## src/ole_pkg.sv

```systemverilog
// ole_pkg: item types, command and status codes, and the cell control bundle
// for the ordered list engine. No dependencies; used by every module under src.
package ole_pkg;

    localparam int unsigned VALUE_W = 32;
    localparam int unsigned COUNT_W = 7;

    // command codes
    localparam logic [1:0] CMD_PUSH   = 2'd0;
    localparam logic [1:0] CMD_POP    = 2'd1;
    localparam logic [1:0] CMD_INSERT = 2'd2;
    localparam logic [1:0] CMD_REMOVE = 2'd3;

    // status codes
    localparam logic [1:0] STATUS_DONE     = 2'd0;
    localparam logic [1:0] STATUS_NOCHANGE = 2'd1;
    localparam logic [1:0] STATUS_FULL     = 2'd2;
    localparam logic [1:0] STATUS_EMPTY    = 2'd3;

    typedef struct packed {
        logic [1:0]                 command;
        logic signed [VALUE_W-1:0]  value;
    } cmd_item_t;

    typedef struct packed {
        logic signed [VALUE_W-1:0]  popped_value;
        logic [1:0]                 status;
        logic [COUNT_W-1:0]         entry_count;
    } rsp_item_t;

    // broadcast from the top level to every cell during the apply cycle
    typedef struct packed {
        logic                       insert_en;
        logic                       remove_en;
        logic                       force_stop;
        logic signed [VALUE_W-1:0]  value;
    } cell_ctrl_t;

endpackage

```

## src/ole_cell.sv

```systemverilog
// ole_cell: one list slot; holds an entry, its registered compare flags, and
// takes part in the walk chain and the shift. Depends on ole_pkg.
module ole_cell (
    input  logic                               clk,
    input  logic                               load_cmp,
    input  logic signed [ole_pkg::VALUE_W-1:0] cmp_value,
    input  ole_pkg::cell_ctrl_t                ctrl,
    input  logic                               occupied,
    input  logic signed [ole_pkg::VALUE_W-1:0] left_entry,
    input  logic signed [ole_pkg::VALUE_W-1:0] right_entry,
    input  logic                               before_in,
    output logic                               before_out,
    output logic signed [ole_pkg::VALUE_W-1:0] entry,
    output logic                               eq_hit
);
    import ole_pkg::*;

    logic signed [VALUE_W-1:0] entry_reg;
    logic signed [VALUE_W-1:0] entry_next;
    logic                      lt_reg;
    logic                      eq_reg;
    logic                      stop;
    logic                      here;

    // compare against the incoming item's value when it is taken
    always_ff @(posedge clk)
    begin
        if (load_cmp)
        begin
            lt_reg <= (entry_reg < cmp_value);
            eq_reg <= (entry_reg == cmp_value);
        end
    end

    // walk chain: the first cell that stops is the position
    assign stop       = ctrl.force_stop | ~occupied | ~lt_reg;
    assign here       = stop & ~before_in;
    assign before_out = before_in | stop;
    assign eq_hit     = here & occupied & eq_reg;

    // shift right to open a gap, shift left to close one
    always_comb
    begin
        priority if (ctrl.insert_en && here)
            entry_next = ctrl.value;
        else if (ctrl.insert_en && before_in)
            entry_next = left_entry;
        else if (ctrl.remove_en && (here || before_in))
            entry_next = right_entry;
        else
            entry_next = entry_reg;
    end

    always_ff @(posedge clk)
    begin
        entry_reg <= entry_next;
    end

    assign entry = entry_reg;

endmodule

```

## config.mk

```make
export PLATFORM = sky130hd
export DESIGN_NAME = ole_cell
export DESIGN_NICKNAME = d
export VERILOG_FILES = /design/src/ole_pkg.sv /design/src/ole_cell.sv
export SDC_FILE = /design/constraint.sdc
export NUM_CORES = 1
export LEC_CHECK = 0
export BUFFER_PORTS_ARGS = -buffer_cell sky130_fd_sc_hd__buf_2
export CORE_ASPECT_RATIO = 1.1
export CORE_MARGIN = 5
export CORE_UTILIZATION = 25
export CTS_CLUSTER_SIZE = 12
export DETAILED_ROUTE_END_ITERATION = 16
export PLACE_DENSITY = 0.51
export RECOVER_POWER = 50
export SLEW_MARGIN = 10
export SYNTH_ARGS = -nofsm -noshare
export SYNTH_HDL_FRONTEND = slang
export SYNTH_SLANG_ARGS = --single-unit
export TNS_END_PERCENT = 100
```

## constraint.sdc

```tcl
create_clock -name clk -period 3 [get_ports clk]
set_input_delay 0.9 -clock clk [delete_from_list [all_inputs] [get_ports clk]]
set_output_delay 0.9 -clock clk [all_outputs]
set_load 0.02 [all_outputs]
```

==> results of run 1 <==
-- tightest hold or removal path, stage by stage (launching register included) --
cell      delay (ns)
edfxtp_1        0.35
ha_1            0.18
o22ai_2         0.09
-- logic make-up (layout without fill, tap and decap cells) --
logic type | Yosys count | in the layout | synth area share [%]
simple gates | 62 | 62 | 11.4
flops | 34 | 34 | 40.4
fa+ha+maj | 32 | 32 | 15.8
mux | 32 | 32 | 12.7
buf+inv | 41 | 211 | 6.38
compound gates | 59 | 59 | 13.4
-- cells in the mapped netlist --
| cell type | number | share of area [%] |
|---|---|---|
| mux2i_1 | 32 | 13 |
| nand2_1 | 40 | 5.9 |
| clkbuf_1 | 3 | 0.45 |
| nor4_1 | 1 | 0.25 |
| o21a_1 | 1 | 0.30 |
| nand4_1 | 8 | 2.0 |
| nor2b_1 | 2 | 0.49 |
| o31a_1 | 1 | 0.35 |
| nand3_1 | 2 | 0.40 |
| nor4_2 | 1 | 0.49 |
| a21oi_1 | 12 | 2.4 |
| o211ai_1 | 1 | 0.30 |
| edfxtp_1 | 34 | 40 |
| o22ai_2 | 1 | 0.49 |
| a221o_1 | 1 | 0.40 |
| buf_2 | 6 | 1.2 |
| ha_1 | 32 | 16 |
| o21ai_0 | 36 | 7.1 |
| nand2b_1 | 2 | 0.49 |
| a21o_1 | 2 | 0.59 |
| a21boi_2 | 1 | 0.45 |
| nor4bb_1 | 1 | 0.40 |
| nor2_1 | 3 | 0.45 |
| nand3b_1 | 1 | 0.30 |
| a221oi_1 | 1 | 0.35 |
| a21oi_2 | 2 | 0.69 |
| inv_1 | 32 | 4.7 |
| nor3_1 | 1 | 0.20 |
-- cell type report --
type                       instances  share of cell area [%]
clock buffer                       6                    2.04
clock inverter                     2                   0.246
inverter                          32                    3.38
multi-input combinational        185                    38.1
sequential                        34                    28.7
tap                              120                    4.22
timing repair buffer             171                    23.3
-- cells in the final DEF, fill, tap and decap left out, types with 2 or more instances in the layout --
cell      instances
buf_2           134
nand2_1          40
o21ai_0          36
clkbuf_1         36
edfxtp_1         34
inv_1            32
mux2i_1          32
ha_1             32
a21oi_1          12
nand4_1           8
clkbuf_8          5
nor2_1            3
nor2b_1           2
nand2b_1          2
a21o_1            2
nand3_1           2
-- path summary, 6_finish.rpt --
kind | cells past startpoint | end | startpoint | slack (ns)
setup / recovery | 5 | entry[22]$_DFFE_PP_ | before_in | 0.45
setup reg to reg | 4 | entry[22]$_DFFE_PP_ | lt_reg$_DFFE_PP_ | 0.76
hold reg to reg | 2 | lt_reg$_DFFE_PP_ | entry[31]$_DFFE_PP_ | 0.79
hold / removal | 2 | lt_reg$_DFFE_PP_ | entry[31]$_DFFE_PP_ | 0.79
-- routing by layer --
layer | global-route usage [%] | part of all wire [%]
met2 | 20.0 | 47
met5 | 0 | 0
met3 | 4.12 | 9.4
met4 | 3.37 | 1.2
met1 | 13.4 | 42
-- per-stage QoR --
step | power [mW] | setup WS, ns | area (µm²)
global route | 1.50 | 0.269 | 3560
floorplan | 0.895 | 0.424 | 2530
finish | 1.39 | 0.446 | 3560
CTS | 1.44 | 0.461 | 3610
global placement | 1.10 | 0.426 | 3530
detailed placement | 1.10 | 0.352 | 3530
-- power by group through the flow --
stage / Sequential, mW / Clock, mW / Combinational (mW)
floorplan: 0.696 / 0 / 0.199
global placement: 0.631 / 0 / 0.465
detailed placement: 0.633 / 0 / 0.466
CTS: 0.622 / 0.347 / 0.468
global route: 0.631 / 0.365 / 0.501
finish: 0.623 / 0.327 / 0.442
==> impl_results.md, run 1 <==
- Total GRT Usage: 11.5%
- Kind of critical path: in2reg
- Setup bufs post-CTS: 0
- Share of cells above drive strength 1: 34.4%
- Fin cells: 550
- Area grow syn2layout: 40.7%
- Antenna violations before repair: 0
- Post-Synthesis Cell Area: 2530 µm²
- Power share of the clock group: 23.5%
- Clock Path Buffers: 2
- Die height: around 120 µm
- Vias: approximately 2,400
- Critical Path RT: 2.97 ns
- Multi-input gate area: 1360 µm²
- Delay-heaviest family, CP: buffers and inverters
- Number of global-route vias before repair: 2,423
- Placer congestion estimate: 0.734
- Unrepaired setup endpoints after global routing: no
- Post-DP HPWL: 6.32 mm
- Crit Path Max Fanout: 34
- PwrDens: about 400 nW/µm²
- VDD IR max: about 140 µV
- Status: complete, no violations
- Int Pwr: 0.940 mW
- Clock skew: 0.00331 ns
- Finished Core Util: between 30% and 40%
- Largest net degree at the start of global routing: 35
- Fin crit share: 85.1%
- Unique cell type count in the Yosys netlist: 28
- CTS tree: yes
- Max reg flops: 32
- # diodes: 0
- Leak: around 1.8 nW
- Min Hold Slack: 0.786 ns
- YS warnings: 0
- Syn Nets: 427
- Final hold violations: 0
- CP max stage cell: clkbuf_1
- Post-Route WL: 7.39 mm
- Clk Latency, worst-skew pair: 0.28 ns
- CTS Buf Count: 5
- Routed len/inst: 13.4 µm
- Clock tree sinks: 34
- Final setup TNS: 0 ns
- Worst path max stage delay: 0.89 ns
- CTS Hold Bufs: 0
- Clk slew on worst S/H paths: 0.07 ns
- Rows: 38
- Setup-failing EPs final: 0
- DRC errors left: 0
- Fillcell total: 1,053
- Post-CTS resize count: 0
- Initial Utilization: between 20% and 30%
- Psw: 0.452 mW
- Port-buffer cells: 168
- Min-Delay Path Class: reg2reg
- Vias per Instance: around 4.4
- Sw frac: 32.5%
- Worst-margin pin slew: between 1 and 1.5 ns
- Fmax: approximately 390 MHz
- Top Ports: 169
- Die footprint: between 10,000 and 15,000 µm²
- Placed Cells: 542
- Share of the yosys chip area belonging to registers: 40.4%
- Area of the core: 9890 µm²
- Number of max-cap violations: 0
- Startpoint class of the critical path: primary input
- DRT Pass-1 Iters: 4
- Most frequent CP cell: clkbuf_1
- H-tree depth: 2
- Reg power frac: about 45%
- Crit path time final: 2.55 ns
- Root Buffer: clkbuf_8
- Slew Viols, Final: 0
- Die W: 106 µm
- WP buf/inv: 2
- Cell Chain, Critical Path: clkbuf_1, nand2b_1, a21oi_4, clkbuf_1, o21ai_0
- Avg Cell Area, Syn: 9.73 µm²
- First-pass GRT wire length: 11.2 mm
- Endpoint type of the worst setup path: register
- Yosys reg bits: 34
- GRT overflow: 0
- Fin nets: 596
- Max-slew headroom: 19.7%
- Reg area: 1020 µm²
- Comb pwr share: 31.7%
- Iter 0 DRT Violations: 37
- Worst EP arrival: between 2 and 3 ns
- Cell count after synthesis: 260
- Post-DRT Antenna Nets: 0
Power figures use the tool's default switching activity.
==> run 2: changes to the inputs <==
--- a/config.mk
+++ b/config.mk
@@ -6,12 +6,14 @@
 export NUM_CORES = 1
 export LEC_CHECK = 0
 export BUFFER_PORTS_ARGS = -buffer_cell sky130_fd_sc_hd__buf_2
+export CELL_PAD_IN_SITES_DETAIL_PLACEMENT = 0
+export CELL_PAD_IN_SITES_GLOBAL_PLACEMENT = 1
 export CORE_ASPECT_RATIO = 1.1
 export CORE_MARGIN = 5
 export CORE_UTILIZATION = 25
 export CTS_CLUSTER_SIZE = 12
 export DETAILED_ROUTE_END_ITERATION = 16
-export PLACE_DENSITY = 0.51
+export PLACE_DENSITY = 0.68
 export RECOVER_POWER = 50
 export SLEW_MARGIN = 10
 export SYNTH_ARGS = -nofsm -noshare
==> impl_results.md, run 2 (synthesized netlist as in run 1, its figures left out) <==
- Placer congestion estimate: 0.746 (+1.7%)
- Setup bufs post-CTS: 0 (unchanged)
- Unrepaired setup endpoints after global routing: no
- Leak: 1.82 nW (-0.32%)
- Status: complete, no violations
- Routed len/inst: 13.8 µm (+3.0%)
- Post-CTS resize count: 0 (unchanged)
- Most frequent CP cell: buf_2
- Total power: 1.39 mW (-0.33%)
- Clk slew on worst S/H paths: 0.07 ns (about the same)
- Number of max-cap violations: 0 (unchanged)
- CTS Hold Bufs: 0 (unchanged)
- Die footprint: 12,200 µm² (unchanged)
- Clock tree sinks: 34 (unchanged)
- Fin cells: 550 (unchanged)
- Max-slew headroom: 45.5% (+26 points)
- Number of global-route vias before repair: 2,533 (+4.5%)
- Comb pwr share: 31.7% (about the same)
- Setup-failing EPs final: 0 (unchanged)
- Reg power frac: 45.0% (+0.2 points)
- Post-DP HPWL: 6.53 mm (+3.3%)
- Fin nets: 597 (+0.17%)
- Area grow syn2layout: 40.3%
- Initial Utilization: 25.6% (unchanged)
- Clk Latency, worst-skew pair: 0.28 ns (about the same)
- Max reg flops: 32 (unchanged)
- Root Buffer: clkbuf_8
- Place WS: 0.345 ns (-0.00665 ns)
- VDD IR max: 134 µV (-2.4%)
- DRT Pass-1 Iters: 4 (unchanged)
- Final hold violations: 0 (unchanged)
- Worst-margin pin slew: 0.817 ns (-0.387 ns)
- Final setup TNS: 0 ns (unchanged)
- CP max stage cell: nor2b_1
- Crit path time final: 2.53 ns (-0.0256 ns)
- Iter 0 DRT Violations: 41 (+11%)
- Cell Chain, Critical Path: buf_2, nor2b_1, nand3b_1, buf_2
- Most common cell after layout, fill and taps aside: buf_2
- Critical Path RT: 2.10 ns (-0.87 ns)
- CTS Buf Count: 5 (unchanged)
- Worst EP arrival: 1.63 ns (-0.89 ns)
- Final Cell Area: 3550 µm² (-0.28%)
- Placed Area: 3520 µm² (-0.14%)
- WP buf/inv: 2 (unchanged)
- Worst setup margin: 0.471 ns (+0.0256 ns)
- Vias per Instance: 4.47 (+2.1%)
- Min-Delay Path Class: reg2reg
- Die height: 116 µm (unchanged)
- Kind of critical path: in2out
- Fillcell total: 1,095 (+4.0%)
- Area of the core: 9890 µm² (unchanged)
- # diodes: 0 (unchanged)
- Slew Viols, Final: 0 (unchanged)
- PwrDens: 391 nW/µm² (about the same)
- Psw: 0.448 mW (-0.82%)
- Endpoint type of the worst setup path: output pin
- FF-to-FF setup slack: 0.96 ns (+0.20 ns)
- Delay-heaviest family, CP: simple AND/OR/NAND/NOR gates
- DRC errors left: 0 (unchanged)
- Startpoint class of the critical path: primary input
- Worst path max stage delay: 0.27 ns (-0.62 ns)
- Crit Path Max Fanout: 3 (-91%)
- Fin crit share: 84.3% (-0.85 points)
- Die W: 106 µm (unchanged)
- H-tree depth: 2 (unchanged)
- GRT overflow: 0 (unchanged)
- Int Pwr: 0.939 mW (about the same)
- Placed Cells: 543 (+0.18%)
- Clock Path Buffers: 2 (unchanged)
- Fmax: 395 MHz (+1.0%)
- Port-buffer cells: 168 (unchanged)
- Total GRT Usage: 12.0% (+0.53 points)
- Antenna violations before repair: 0 (unchanged)
- Share of cells above drive strength 1: 34.7% (+0.23 points)
- Largest net degree at the start of global routing: 45 (+29%)
- Clock skew: 0.00602 ns (+0.00271 ns)
- Finished Core Util: 35.9% (-0.10 points)
- Post-Route WL: 7.62 mm (+3.0%)
- Top Ports: 169 (unchanged)
- Post-DRT Antenna Nets: 0 (unchanged)
- Min Hold Slack: 0.783 ns (-0.00334 ns)
- Commonest non-fill, non-tap cells in the layout: 134 x buf_2, 39 x nand2_1, 37 x clkbuf_1
- First-pass GRT wire length: 11.8 mm (+5.2%)
- Power share of the clock group: 23.3% (-0.2 points)
- CTS tree: yes
- Vias: 2,457 (+2.1%)
- Sw frac: 32.3% (-0.16 points)
- Rows: 38 (unchanged)
==> run 2: power groups by stage <==
stage,Combinational (mW),Clock (mW),Sequential (mW)
after floorplan,0.199,0,0.696
after global placement,0.460,0,0.631
after detailed placement,0.464,0,0.634
after CTS,0.467,0.339,0.624
after global routing,0.499,0.358,0.633
final,0.440,0.323,0.625
==> run 2: tightest hold or removal path, stage by stage, from the launching register on <==
cell and delay [ns]:
edfxtp_1 0.34, ha_1 0.14, nand4_1 0.09, nor2_1 0.10
==> run 2: final cells by class <==
class,count,area [µm²],area share [%]
inverters,32,120,3.39
well taps,120,150,4.23
flip-flops and latches,34,1020,28.8
repair buffers,172,822,23.2
multi-input cells,185,1360,38.3
clock buffers,7,76.3,2.15
==> run 2: per-layer routing <==
layer	track usage, %	vias up	part of all wire, %
li1	-	1274	-
met1	14.0	1091	41
met2	21.6	83	50
met3	3.18	9	7.4
met4	3.80	0	1.8
met5	0	-	0
==> run 2: worst paths after layout <==
kind                                           from                to  depth (start not counted)
worst max-delay path                       ctrl[32]        before_out                          4
worst min-delay path             entry[2]$_DFFE_PP_  eq_reg$_DFFE_PP_                          3
worst max register to register  entry[14]$_DFFE_PP_  lt_reg$_DFFE_PP_                          6
worst min register to register   entry[2]$_DFFE_PP_  eq_reg$_DFFE_PP_                          3
==> run 3: changes to the inputs <==
--- a/config.mk
+++ b/config.mk
@@ -5,6 +5,7 @@
 export SDC_FILE = /design/constraint.sdc
 export NUM_CORES = 1
 export LEC_CHECK = 0
+export ABC_AREA = 1
 export BUFFER_PORTS_ARGS = -buffer_cell sky130_fd_sc_hd__buf_2
 export CELL_PAD_IN_SITES_DETAIL_PLACEMENT = 0
 export CELL_PAD_IN_SITES_GLOBAL_PLACEMENT = 1
@@ -13,7 +14,7 @@
 export CORE_UTILIZATION = 25
 export CTS_CLUSTER_SIZE = 12
 export DETAILED_ROUTE_END_ITERATION = 16
-export PLACE_DENSITY = 0.68
+export PLACE_DENSITY = 0.71
 export RECOVER_POWER = 50
 export SLEW_MARGIN = 10
 export SYNTH_ARGS = -nofsm -noshare
==> constraint.sdc (replaced) <==
create_clock -name clk -period 2.26 [get_ports clk]
set_input_delay 0.678 -clock clk [delete_from_list [all_inputs] [get_ports clk]]
set_output_delay 0.678 -clock clk [all_outputs]
set_load 0.02 [all_outputs]
==> impl_results.md, run 3 <==
- Post-CTS resize count: 0 (unchanged)
- Leak: 1.92 nW (+5.5%)
- Hold Path End: eq_reg$_DFFE_PP_
- Number of global-route vias before repair: 2,936 (+16%)
- Crit path time final: 2.06 ns
- PwrDens: 562 nW/µm² (+44%)
- Antenna violations before repair: 1 (+1)
- Total power: 2.11 mW (+52%)
- Crit Path Max Fanout: 2 (-1)
- Post-Route WL: 9.11 mm (+20%)
- Unrepaired setup endpoints after global routing: no
- Die height: 119 µm (+2.7%)
- YS warnings: 0 (unchanged)
- Cell count after synthesis: 336 (+29%)
- Top Ports: 169 (unchanged)
- DRT Pass-1 Iters: 7 (+3)
- Port-buffer cells: 168 (unchanged)
- Startpoint class of the critical path: primary input
- CTS tree: yes
- Endpoint type of the worst setup path: output pin
- Fin crit share: 91.2%
- Clk slew on worst S/H paths: 0.05 ns (-0.02 ns)
- Area grow syn2layout: 40.3% (about the same)
- First-pass GRT wire length: 13.8 mm (+17%)
- Most frequent cell after synthesis: nand2_1
- Max reg flops: 32 (unchanged)
- Worst EP arrival: 1.38 ns (-0.25 ns)
- Area share of the largest cell type after synthesis: 38.1% (-2.3 points)
- Reg area: 1020 µm² (unchanged)
- Setup-failing EPs final: 0 (unchanged)
- Post-synth top area cell: edfxtp_1
- Most common cell after layout, fill and taps aside: buf_2
- Fillcell total: 1,152 (+5.2%)
- Clk Latency, worst-skew pair: 0.27 ns (about the same)
- Post-DP HPWL: 7.62 mm (+17%)
- Rows: 39 (+2.6%)
- H-tree depth: 2 (unchanged)
- Commonest non-fill, non-tap cells in the layout: 135 x buf_2, 72 x nand2_1, 43 x inv_1, 43 x nor2_1
- Clock skew: 0.00328 ns (-0.00273 ns)
- Fin nets: 673 (+13%)
- CTS Hold Bufs: 0 (unchanged)
- Final setup TNS: 0 ns (unchanged)
- Area of the core: 10,400 µm² (+5.6%)
- Post-synth EDFFs: 34 (unchanged)
- GRT overflow: 0 (unchanged)
- Top post-synthesis cells by count: 72 x nand2_1, 44 x nor2_1, 42 x inv_1, 35 x nand3_1, 34 x edfxtp_1
- Total GRT Usage: 13.5% (+1.5 points)
- VDD IR max: 234 µV (+74%)
- Vias per Instance: 4.46 (-0.17%)
- Reg2Reg Depth: 7 (+1)
- Share of cells above drive strength 1: 30.7% (-4.0 points)
- Die footprint: 12,900 µm² (+5.5%)
- Ys flop type: edfxtp_1
- Hold depth: 1 (-2)
- Synth area leaders: edfxtp_1 38%, ha_1 15%, nand2_1 10%
- Slew Viols, Final: 0 (unchanged)
- Reg-to-reg endpoint: entry[9]$_DFFE_PP_
- Share of the yosys chip area belonging to registers: 38.1% (-2.3 points)
- Clock Path Buffers: 2 (unchanged)
- Iter 0 DRT Violations: 134 (+230%)
- Worst setup margin: 0.198 ns (-0.273 ns)
- Worst-margin pin slew: 0.818 ns (+0.00112 ns)
- Vias: 2,890 (+18%)
- CTS Buf Count: 5 (unchanged)
- Syn Nets: 503 (+18%)
- Post-DRT Antenna Nets: 0 (unchanged)
- Status: complete, no violations
- Multi-input gate area: 1370 µm² (+0.83%)
- Ys async rst share: 0% (unchanged)
- FF-to-FF setup slack: 0.37 ns (-0.59 ns)
- Number of max-cap violations: 0 (unchanged)
- Post-Synthesis Cell Area: 2680 µm² (+6.0%)
- Place WS: 0.155 ns (-0.191 ns)
- Min-Delay Path Class: in2reg
- Max-slew headroom: 45.4% (-0.075 points)
- Clock tree sinks: 34 (unchanged)
- Root Buffer: clkbuf_16
- Setup bufs post-CTS: 0 (unchanged)
- Placer congestion estimate: 0.769 (+3.1%)
- Critical R2R Launch: lt_reg$_DFFE_PP_
- DRC errors left: 0 (unchanged)
- Routed len/inst: 14.1 µm (+1.5%)
- Critical Path RT: 1.58 ns (-0.52 ns)
- Unique cell type count in the Yosys netlist: 22 (-21%)
- Final hold violations: 0 (unchanged)
- Initial Utilization: 25.7% (+0.11 points)
- Die W: 109 µm (+2.7%)
- Worst hold start: load_cmp
- Yosys reg bits: 34 (unchanged)
- Avg Cell Area, Syn: 7.98 µm² (-18%)
- Kind of critical path: in2out
- # diodes: 0 (unchanged)
- Largest net degree at the start of global routing: 29 (-36%)
- Fmax: 485 MHz
[run 3: cells by family (layout without fill, tap and decap cells)]
kind of cell,Yosys count,after routing,share of synthesized area (%)
compound gates,49,49,10.8
simple gates,160,160,25.4
buf+inv,61,230,10.8
flops,34,34,38.1
fa+ha+maj,32,32,14.9
[run 3: routing by layer]
layer / GRT usage [%] / vias up / share of wire (%)
met4: 4.18 / 2 / 1.8
met2: 24.3 / 112 / 49
met5: 0 / - / 0.14
li1: - / 1478 / -
met3: 2.67 / 13 / 7.2
met1: 16.0 / 1285 / 42
[run 3: final cells by class]
| class | count | share of cell area [%] |
|---|---|---|
| multi-input combinational | 241 | 36.4 |
| sequential | 34 | 27.1 |
| timing repair buffer | 181 | 24.0 |
| tap | 143 | 4.76 |
| inverter | 43 | 4.29 |
| clock buffer | 5 | 3.33 |
| clock inverter | 1 | 0.0998 |
[run 3: power breakdown]
part / internal (mW) / switching, mW / total, mW
logic: 0.263 / 0.394 / 0.657
registers: 0.794 / 0.0427 / 0.837
clock network: 0.391 / 0.229 / 0.621
total: 1.45 / 0.666 / 2.11
[run 3: how the worst max path moves through the flow]
| stage | from | endpoint |
|---|---|---|
| finish | occupied | before_out |
| global placement | cmp_value[11] | lt_reg$_DFFE_PP_ |
| CTS | occupied | before_out |
| detailed placement | cmp_value[31] | lt_reg$_DFFE_PP_ |
| global route | occupied | entry[17]$_DFFE_PP_ |
| floorplan | before_in | eq_hit |
[run 3: critical path, stage by stage]
cell,delay (ns)
buf_2,0.09
nand2_1,0.09
nor2_2,0.11
inv_1,0.07
nor2_1,0.14
inv_1,0.05
buf_2,0.15
[run 3: per-stage QoR]
stage | instance area [µm²] | hold slack (ns) | std cells | utilization [%]
finish | 3760 | 0.674 | 648 | 36.0
global route | 3760 | 0.663 | 648 | 36.0
CTS | 3820 | 0.621 | 648 | 36.6
detailed placement | 3690 | 0.876 | 642 | 35.3
global placement | 3690 | 0.828 | 642 | 35.3
floorplan | 2690 | 0.790 | 336 | -
